`src/rtl/core/itp_pkg.sv`:
```
// Package for the infix to postfix converter: sizes, character codes,
// command types and character classification. No dependencies.
package itp_pkg;

    localparam int STACK_DEPTH = 32;
    localparam int CNT_W       = $clog2(STACK_DEPTH + 1);

    localparam logic [7:0] CH_LPAREN = 8'h28;
    localparam logic [7:0] CH_RPAREN = 8'h29;
    localparam logic [7:0] CH_POW    = 8'h5E;
    localparam logic [7:0] CH_MUL    = 8'h2A;
    localparam logic [7:0] CH_DIV    = 8'h2F;
    localparam logic [7:0] CH_ADD    = 8'h2B;
    localparam logic [7:0] CH_SUB    = 8'h2D;
    localparam logic [7:0] CH_NUL    = 8'h00;

    // Command that drives every cell of the stack chain.
    typedef struct packed {
        logic       push;
        logic       pop;
        logic [7:0] data;
    } stack_cmd_t;

    typedef enum logic [2:0] {
        ST_IDLE  = 3'b001,
        ST_PROC  = 3'b010,
        ST_FLUSH = 3'b100
    } ctrl_state_t;

    function automatic logic is_alnum(input logic [7:0] ch);
        return (ch >= 8'h41 && ch <= 8'h5A) || (ch >= 8'h61 && ch <= 8'h7A) ||
               (ch >= 8'h30 && ch <= 8'h39);
    endfunction

    function automatic logic is_oper(input logic [7:0] ch);
        return ch == CH_ADD || ch == CH_SUB || ch == CH_MUL || ch == CH_DIV ||
               ch == CH_POW;
    endfunction

    function automatic logic [1:0] prec_of(input logic [7:0] ch);
        logic [1:0] p;
        p = 2'd0;
        if (ch == CH_ADD || ch == CH_SUB)
        begin
            p = 2'd1;
        end
        else if (ch == CH_MUL || ch == CH_DIV)
        begin
            p = 2'd2;
        end
        else if (ch == CH_POW)
        begin
            p = 2'd3;
        end
        return p;
    endfunction

endpackage

```
`src/rtl/core/infix_to_postfix_converter.sv`:
```
// Top level of the shunting-yard infix to postfix converter.
// Depends on itp_pkg, itp_ctrl and itp_cell.
//
//  channel | direction | payload                         | marks
//  s_*     | in        | tdata[7:0] symbol               | tlast end_of_expr
//  m_*     | out       | tdata[7:0] out_symbol           | tlast last_of_expr,
//          |           |                                 | tuser overflow
//
// An item is accepted while idle; the sequencer then pops one operator per
// cycle while the output is not stalled, and ends with a closing step that
// pushes, discards the '(' or emits a letter or digit; the end flush pops each
// stacked entry and then emits the terminator. Letters and digits thus take
// only the accept and the closing step.
// Reset empties the stack; entries themselves are never cleared.
// A stalled output holds the sequencer, and the input waits meanwhile.
module infix_to_postfix_converter
    import itp_pkg::*;
(
    input  logic       clk,
    input  logic       rst_n,
    input  logic       s_tvalid,
    output logic       s_tready,
    input  logic [7:0] s_tdata,   // [7:0] symbol
    input  logic       s_tlast,   // end_of_expr
    output logic       m_tvalid,
    input  logic       m_tready,
    output logic [7:0] m_tdata,   // [7:0] out_symbol
    output logic       m_tlast,   // last_of_expr
    output logic       m_tuser    // [0] overflow
);

    stack_cmd_t cmd;
    logic [7:0] cell_data [STACK_DEPTH];

    // Sequencer: accept a request, walk its pops, drive the output register.
    itp_ctrl u_ctrl (
        .clk      (clk),
        .rst_n    (rst_n),
        .s_tvalid (s_tvalid),
        .s_tready (s_tready),
        .s_tdata  (s_tdata),
        .s_tlast  (s_tlast),
        .m_tvalid (m_tvalid),
        .m_tready (m_tready),
        .m_tdata  (m_tdata),
        .m_tlast  (m_tlast),
        .m_tuser  (m_tuser),
        .top      (cell_data[0]),
        .cmd      (cmd)
    );

    // Operator stack as a chain of cells; cell 0 is the top of stack.
    // Push shifts every entry one cell down, pop shifts one cell up.
    for (genvar i = 0; i < STACK_DEPTH; i++)
    begin : g_cell
        logic [7:0] above;
        logic [7:0] below;

        if (i == 0)
        begin : g_top
            assign above = cmd.data;
        end
        else
        begin : g_mid
            assign above = cell_data[i-1];
        end

        if (i == STACK_DEPTH - 1)
        begin : g_bottom
            assign below = cell_data[i];
        end
        else
        begin : g_inner
            assign below = cell_data[i+1];
        end

        itp_cell u_cell (
            .clk        (clk),
            .cmd        (cmd),
            .from_above (above),
            .from_below (below),
            .data       (cell_data[i])
        );
    end

endmodule

```
`src/rtl/core/itp_cell.sv`:
```
// One cell of the shift stack: holds one entry, takes its neighbor's on
// push or pop. Depends on itp_pkg.
module itp_cell
    import itp_pkg::*;
(
    input  logic       clk,
    input  stack_cmd_t cmd,
    input  logic [7:0] from_above,
    input  logic [7:0] from_below,
    output logic [7:0] data
);

    logic [7:0] data_reg;
    logic [7:0] data_next;

    always_comb
    begin
        data_next = data_reg;
        if (cmd.push)
        begin
            data_next = from_above;
        end
        else if (cmd.pop)
        begin
            data_next = from_below;
        end
    end

    always_ff @(posedge clk)
    begin
        data_reg <= data_next;
    end

    assign data = data_reg;

endmodule

```
`src/rtl/core/itp_ctrl.sv`:
```
// Sequencer of the converter: takes requests, steps pops one per cycle while
// the output is not stalled, holds the output register. Depends on itp_pkg.
module itp_ctrl
    import itp_pkg::*;
(
    input  logic       clk,
    input  logic       rst_n,
    input  logic       s_tvalid,
    output logic       s_tready,
    input  logic [7:0] s_tdata,
    input  logic       s_tlast,
    output logic       m_tvalid,
    input  logic       m_tready,
    output logic [7:0] m_tdata,
    output logic       m_tlast,
    output logic       m_tuser,
    input  logic [7:0] top,
    output stack_cmd_t cmd
);

    ctrl_state_t      state_reg, state_next;
    logic [CNT_W-1:0] count_reg, count_next;
    logic [7:0]       sym_reg, sym_next;
    logic             last_reg, last_next;
    logic             drop_reg, drop_next;
    logic             mval_reg, mval_next;
    logic [7:0]       mdata_reg, mdata_next;
    logic             mlast_reg, mlast_next;
    logic             muser_reg, muser_next;

    logic can_emit;
    logic not_empty;
    logic is_full;
    logic emit;
    logic [7:0] emit_sym;
    logic emit_last;
    logic done;

    assign can_emit  = !mval_reg || m_tready;
    assign not_empty = count_reg != '0;
    assign is_full   = count_reg == CNT_W'(STACK_DEPTH);

    always_comb
    begin
        state_next = state_reg;
        count_next = count_reg;
        sym_next   = sym_reg;
        last_next  = last_reg;
        drop_next  = drop_reg;
        mval_next  = mval_reg;
        mdata_next = mdata_reg;
        mlast_next = mlast_reg;
        muser_next = muser_reg;
        cmd        = '{push: 1'b0, pop: 1'b0, data: sym_reg};
        emit       = 1'b0;
        emit_sym   = CH_NUL;
        emit_last  = 1'b0;
        done       = 1'b0;

        if (mval_reg && m_tready)
        begin
            mval_next = 1'b0;
        end

        case (state_reg)
            ST_IDLE:
            begin
                if (s_tvalid)
                begin
                    sym_next  = s_tdata;
                    last_next = s_tlast;
                    // A push is dropped only when full and no pop frees a slot.
                    drop_next = is_full && ((s_tdata == CH_LPAREN) ||
                                (is_oper(s_tdata) && !(prec_of(top) >= prec_of(s_tdata))));
                    state_next = ST_PROC;
                end
            end
            ST_PROC:
            begin
                if (can_emit)
                begin
                    if (is_alnum(sym_reg))
                    begin
                        emit     = 1'b1;
                        emit_sym = sym_reg;
                        done     = 1'b1;
                    end
                    else if (sym_reg == CH_LPAREN)
                    begin
                        cmd.push = !is_full;
                        emit     = drop_reg && !last_reg;
                        done     = 1'b1;
                    end
                    else if (sym_reg == CH_RPAREN)
                    begin
                        if (not_empty && top != CH_LPAREN)
                        begin
                            cmd.pop  = 1'b1;
                            emit     = 1'b1;
                            emit_sym = top;
                        end
                        else
                        begin
                            // Discard the matching open paren, if any.
                            cmd.pop = not_empty;
                            done    = 1'b1;
                        end
                    end
                    else if (is_oper(sym_reg))
                    begin
                        if (not_empty && prec_of(top) >= prec_of(sym_reg))
                        begin
                            cmd.pop  = 1'b1;
                            emit     = 1'b1;
                            emit_sym = top;
                        end
                        else
                        begin
                            cmd.push = !is_full;
                            emit     = drop_reg && !last_reg;
                            done     = 1'b1;
                        end
                    end
                    else
                    begin
                        done = 1'b1;
                    end
                    if (done)
                    begin
                        state_next = last_reg ? ST_FLUSH : ST_IDLE;
                    end
                end
            end
            ST_FLUSH:
            begin
                if (can_emit)
                begin
                    emit = 1'b1;
                    if (not_empty)
                    begin
                        cmd.pop  = 1'b1;
                        emit_sym = top;
                    end
                    else
                    begin
                        emit_last  = 1'b1;
                        state_next = ST_IDLE;
                    end
                end
            end
            default:
            begin
                state_next = ST_IDLE;
            end
        endcase

        if (cmd.push)
        begin
            count_next = count_reg + CNT_W'(1);
        end
        else if (cmd.pop)
        begin
            count_next = count_reg - CNT_W'(1);
        end

        if (emit)
        begin
            mval_next  = 1'b1;
            mdata_next = emit_sym;
            mlast_next = emit_last;
            muser_next = drop_reg;
        end
    end

    always_ff @(posedge clk or negedge rst_n)
    begin
        if (!rst_n)
        begin
            state_reg <= ST_IDLE;
            count_reg <= '0;
            mval_reg  <= 1'b0;
        end
        else
        begin
            state_reg <= state_next;
            count_reg <= count_next;
            mval_reg  <= mval_next;
        end
    end

    always_ff @(posedge clk)
    begin
        sym_reg   <= sym_next;
        last_reg  <= last_next;
        drop_reg  <= drop_next;
        mdata_reg <= mdata_next;
        mlast_reg <= mlast_next;
        muser_reg <= muser_next;
    end

    assign s_tready = state_reg == ST_IDLE;
    assign m_tvalid = mval_reg;
    assign m_tdata  = mdata_reg;
    assign m_tlast  = mlast_reg;
    assign m_tuser  = muser_reg;

endmodule

```
`config.mk`:
```
export PLATFORM = sky130hd
export DESIGN_NAME = infix_to_postfix_converter
export DESIGN_NICKNAME = d
export VERILOG_FILES = /design/src/rtl/core/itp_pkg.sv /design/src/rtl/core/infix_to_postfix_converter.sv /design/src/rtl/core/itp_cell.sv /design/src/rtl/core/itp_ctrl.sv
export SDC_FILE = /design/constraint.sdc
export NUM_CORES = 1
export LEC_CHECK = 0
export BUFFER_PORTS_ARGS = -buffer_cell sky130_fd_sc_hd__buf_2
export CAP_MARGIN = 20
export CORE_MARGIN = 3
export CORE_UTILIZATION = 45
export CTS_CLUSTER_SIZE = 40
export DETAILED_ROUTE_END_ITERATION = 10
export GPL_TIMING_DRIVEN = 1
export HOLD_SLACK_MARGIN = 0.06
export PLACE_DENSITY_LB_ADDON = 0.2
export SYNTH_ARGS = -nofsm -noshare
export SYNTH_HDL_FRONTEND = slang
export SYNTH_SLANG_ARGS = --single-unit
```
`constraint.sdc`:
```
create_clock -name clk -period 9.16 [get_ports clk]
set_input_delay 2.748 -clock clk [delete_from_list [all_inputs] [get_ports clk]]
set_output_delay 2.748 -clock clk [all_outputs]
set_load 0.005 [all_outputs]
```
* Word-level counts from Yosys, hierarchy flattened
Index checks and enable logic that the tools add are counted.
** Cells by class
- Add/sub/neg operators :: 2
- Multipliers :: 0
- Div/mod/pow operators :: 0
- Order comparisons :: 8
- Eq/ne operators :: 28
- Shifts and indexed selects :: 0
- Muxes and demuxes :: 140
- Bitwise logic cells :: 0
- Reduce and logical (&&, ||, !) cells :: 35
** Operators by type and width (number)
- $mux 8 :: 71
- $eq 8x6->1 const B :: 15
- $mux 2 :: 28
- $mux 1 :: 29
- $eq 8x7->1 const B :: 3
- $mux 3 :: 6
- $ge 8x7->1 const B :: 2
- $le 8x7->1 const B :: 2
- $logic_or 1x1->1 :: 16
- $pmux 8 s2 :: 1
- $mux 6 :: 2
- $logic_and 1x1->1 :: 9
- $pmux 3 s3 :: 1
- $ge 8x6->1 const B :: 1
- $le 8x6->1 const B :: 1
- $ne 8x6->1 const B :: 1
- $add 6x1->6 const B :: 1
- $eq 6x6->1 const B :: 1
- $ne 2x1->1 const B :: 3
- $reduce_bool 6->1 :: 1
- $sub 6x1->6 const B :: 1
- $reduce_and 5->1 :: 1
- $ge 2x2->1 :: 2
- $logic_not 1->1 :: 4
- other kinds (7) :: 11
** Word-level totals
- Bits in registers :: 286
- Bits in latches :: 0
- RAM bits :: 0
- Memory bits (read-only) :: 0
- Logic and storage cells :: 254
- Memories kept :: 0

* Depth between registers and ports, before layout
- Depth after elaboration :: 23
- Mapped depth :: 19
- Depth with buffers taken out :: 17

* Hierarchy
Synthesis repeated with hierarchy kept, for this count alone.
** Second synthesis, totals
- Cells, all modules :: 761
- Area, all modules :: 14091.0 um^2
** By module, submodules not included
- itp_cell :: instances 32, cells each 18, area an instance 377.9 um^2, seq. area each 240.2 um^2
- itp_ctrl :: instances 1, cells each 185, area an instance 1999.4 um^2, seq. area each 852.1 um^2

* Worst setup path before layout
No wires, ideal clock.
- Path type :: input-to-reg
- Start :: in m_tready
- End :: reg u_ctrl.count_reg[1]
- Data arrival time :: 6.886 ns
- Setup slack :: 2.138 ns
- Stages on the path :: 7
- Path buffers :: 1
- Path through :: nor2b_1 > nor3_1 > o21ai_1 > nor3_4 > a21o_1 > buf_2 > mux2_1
** On the way
- Cells in the longest elaborated chain, start to end :: 4
** RTL lines
- start, declared :: RTL line infix_to_postfix_converter.sv:26 : input logic m_tready,
- $logic_or 1x1->1 (*) :: RTL line itp_ctrl.sv:39 : assign can_emit = !mval_reg || m_tready;
- $mux 1 / $mux 2 (equally long branches) :: RTL line itp_ctrl.sv:136, itp_ctrl.sv:80
- $pmux 1 s2 / $mux 1 (equally long branches) :: RTL line itp_ctrl.sv:65 : case (state_reg)
- $reduce_bool 2->1 (no source line) / $mux 6 (equally long branches)
- end signal, assigned :: RTL line itp_ctrl.sv:186 : count_reg <= count_next;
- end, declared :: RTL line itp_ctrl.sv:22 : logic [CNT_W-1:0] count_reg, count_next;
Mark *: on every way between the ends. The rest lies on a longest branch, timed or not.
A chain may end at the register's enable or synchronous reset.

* Worst setup path in the final report
- Start :: in m_tready
- End :: reg g_cell[24].u_cell.data_reg[3] (data pin)
** On the way
- Cells in the longest elaborated chain, start to end :: 4
** RTL lines
- $logic_or 1x1->1 :: RTL line itp_ctrl.sv:39
- $mux 2 :: RTL line itp_ctrl.sv:80 : if (can_emit)
- $mux 1 :: RTL line itp_ctrl.sv:65
- $mux 8 :: RTL line itp_cell.sv:19 : if (cmd.push)
- via g_cell[24].u_cell.data_next[3] :: RTL line itp_cell.sv:14 : logic [7:0] data_next;
- end signal, assigned :: RTL line itp_cell.sv:31 : data_reg <= data_next;
- end, declared :: RTL line itp_cell.sv:13 : logic [7:0] data_reg;
The timed path passes the listed nets, and every way through them passes these cells.

==> metrics.cfg <==
[final_layout]
area_growth_pct=9.865
final_cells=1138
nets=767
diodes=0
drive_above_1_share_pct=19.97
largest_register_ffs=256
fill_cells=2200

[synth]
yosysUniqueCellTypes=59
ys_top_cells_by_area=edfxtp_1, mux2_1, mux2_2, dfrtp_1, buf_6
syn_nets=741
yosys_warnings=0
synthTopCellsByCount=edfxtp_1, mux2_1, mux2_2, nand2_1, buf_2
synth_most_common_cell=edfxtp_1
synthArstFlopShare_pct=3.497
synth_top_area_share_pct=65.60
synth.avg_cell_area_um2=17.57
synth-main-ff-cell=edfxtp_1
seq_area_frac_synth_pct=67.59
syn_inst=719
netlist_area_um2=12630
netlist.top_cell.by_area=edfxtp_1
synth_edf_count=276
synth-seq-cells=286

[floorplan]
std_cell_rows=60
design.core.area_um2=27250
die_h_um=173.6
io_pins=25
fp.dieW_um=173.6
start_util_pct=46.36
fp.dieArea_um2=30120

[run_status]
status=finished clean

[cts]
cts_tree=yes
clock_path_buffers=3
clk_pin_slew_ns=0.06
root_buffer=clkbuf_16
postCtsSetupBuffers=0
numCtsBuffers=30
clock-sinks=286
cts.htree.levels=1
postCtsHoldBufs=0
clk_latency_ns=0.54
ctsResizeCount=0

[hold_path]
min_from=g_cell[30].u_cell.data[7]
hold_depth=0
hold_end=g_cell[31].u_cell.data[7]
hold_path.class=reg2reg

[place]
dp_hpwl_um=11110
gp_congestion=0.7836
dp_slack_ns=3.098
dpl.cell_count=1084
place.port_buffers=24

[timing]
fin_crit_ns=5.496
hold_violations=0
finClkSkew_ns=0.01265
fin_tns_setup_ns=0
slew_headroom_pct=35.06
fmax_mhz=182.0
min_period_over_period_pct=60.00
setup_ws_ns=3.664
tightest_slew_ns=0.9741
rsz0062_at_grt=false
finalMaxSlewViolations=0
setup_violations=0

[critical_path]
end_kind=flop
slowest_delay_ns=0.84
timing.rr.end=g_cell[24].u_cell.data[3]
critPathTopFamily=buffers and inverters
cp.required_ns=9.45
cp_common_cell=buf_4
r2r_cells=11
rrSetupSlack_ns=4.25
worstSetupPathType=in2reg
cp_max_fo=125
cp_data_arrival_time_ns=5.79
cpMaxStageDelayCell=buf_4
r2r_start=g_cell[0].u_cell.data[6]
crit_path_start_kind=input port
cp_num_buf_inv=4
crit_chain=buf_2, nor2b_1, nor3_1, o21ai_1, nor3_4, buf_4, inv_8, buf_4, mux2_2

[global_route]
grt_pass1_wl_um=31820
grt_overflow=0
first_global_vias=6166
antenna_found_initial=0
grt_usage_pct=12.41
grt_max_degree=188

[drt]
wire_per_inst_um=16.66
via_count=6058
drt_iter0_markers=437
dr.pass1.iters=7
vias_per_cell=5.323
ant_nets=0
postRouteWirelength_um=18960
post-route-drc-count=0

[pwr]
p_total_mw=2.694
powerDensity_nw_per_um2=194.1
peakVddDrop_v=0.0001530
leakage_nw=4.522

[job]
maxCapViolCount=0

[cell type report]
| type | instances | area (um^2) | share of cell area (%) |
|---|---|---|---|
| inverter | 7 | 33.78 | 0.2434 |
| clock inverter | 14 | 55.05 | 0.3966 |
| tap | 372 | 465.4 | 3.353 |
| timing repair buffer | 29 | 167.7 | 1.208 |
| sequential | 286 | 8539 | 61.53 |
| clock buffer | 39 | 805.8 | 5.805 |
| multi-input combinational | 391 | 3812 | 27.47 |
[cells by family (layout without fill, tap and decap cells)]
| group | after synthesis | count (layout) | synth area share [%] |
|---|---|---|---|
| buffers and inverters | 42 | 89 | 2.288 |
| and+or+nand+nor | 76 | 76 | 3.625 |
| muxes | 250 | 250 | 22.27 |
| DFF | 286 | 286 | 67.59 |
| xor gates and xnor gates | 8 | 8 | 0.5546 |
| adders and majority gates | 9 | 9 | 0.9508 |
| AOI/OAI and AO/OA | 48 | 48 | 2.714 |
[power breakdown]
group,internal [mW],switching [mW]
logic,0.0478,0.0630
clock network,0.610,0.468
registers,1.47,0.0370
[placed cells by master (no fill, tap or decap), types with 8 or more instances in the layout]
cell,n
a21oi_1,10
buf_2,25
clkbuf_1,8
clkbuf_16,31
clkinv_1,12
dfrtp_1,9
edfxtp_1,276
ha_1,8
mux2_1,169
mux2_2,80
nand2_1,15
nand2b_1,8
nor2_1,9
nor3_1,8
[stage by stage]
| step | cell area [um^2] | util (%) | hold WS, ns |
|---|---|---|---|
| 3_5_place_dp | 13010 | 47.75 | 0.4382 |
| 6_report | 13880 | 50.93 | 0.4508 |
| 4_1_cts | 13870 | 50.91 | 0.4527 |
| 5_1_grt | 13880 | 50.93 | 0.4736 |
| 2_1_floorplan | 12630 | - | 0.4204 |
| 3_3_place_gp | 13010 | 47.75 | 0.4306 |
[worst max path at each step]
stage | start | end | depth (start not counted)
finish | m_tready | g_cell[24].u_cell.data[3] | 9
global placement | m_tready | g_cell[24].u_cell.data[3] | 9
detailed placement | m_tready | g_cell[24].u_cell.data[3] | 9
global route | m_tready | g_cell[26].u_cell.data[1] | 8
floorplan | m_tready | u_ctrl.count_reg[1] | 7
CTS | m_tready | g_cell[24].u_cell.data[3] | 9
[worst reg2reg max path: cells and delay by family, from the launching register on]
family | cells | cell delay, ns
buffers and inverters | 3 | 1.78
AO/OA/AOI/OAI | 3 | 1.04
AND/OR/NAND/NOR | 3 | 0.67
flip-flops | 1 | 0.49
multiplexers | 1 | 0.46
adder cells (fa/ha/maj) | 1 | 0.21
[layer usage]
| metal | wire [um] | up-vias | track usage [%] |
|---|---|---|---|
| li1 | - | 2870 | - |
| met1 | 9179 | 3044 | 17.84 |
| met2 | 8525 | 106 | 18.98 |
| met3 | 762 | 38 | 2.475 |
| met4 | 493 | 0 | 4.155 |
| met5 | 0 | - | 0 |
(Power assumes the default switching activity.)
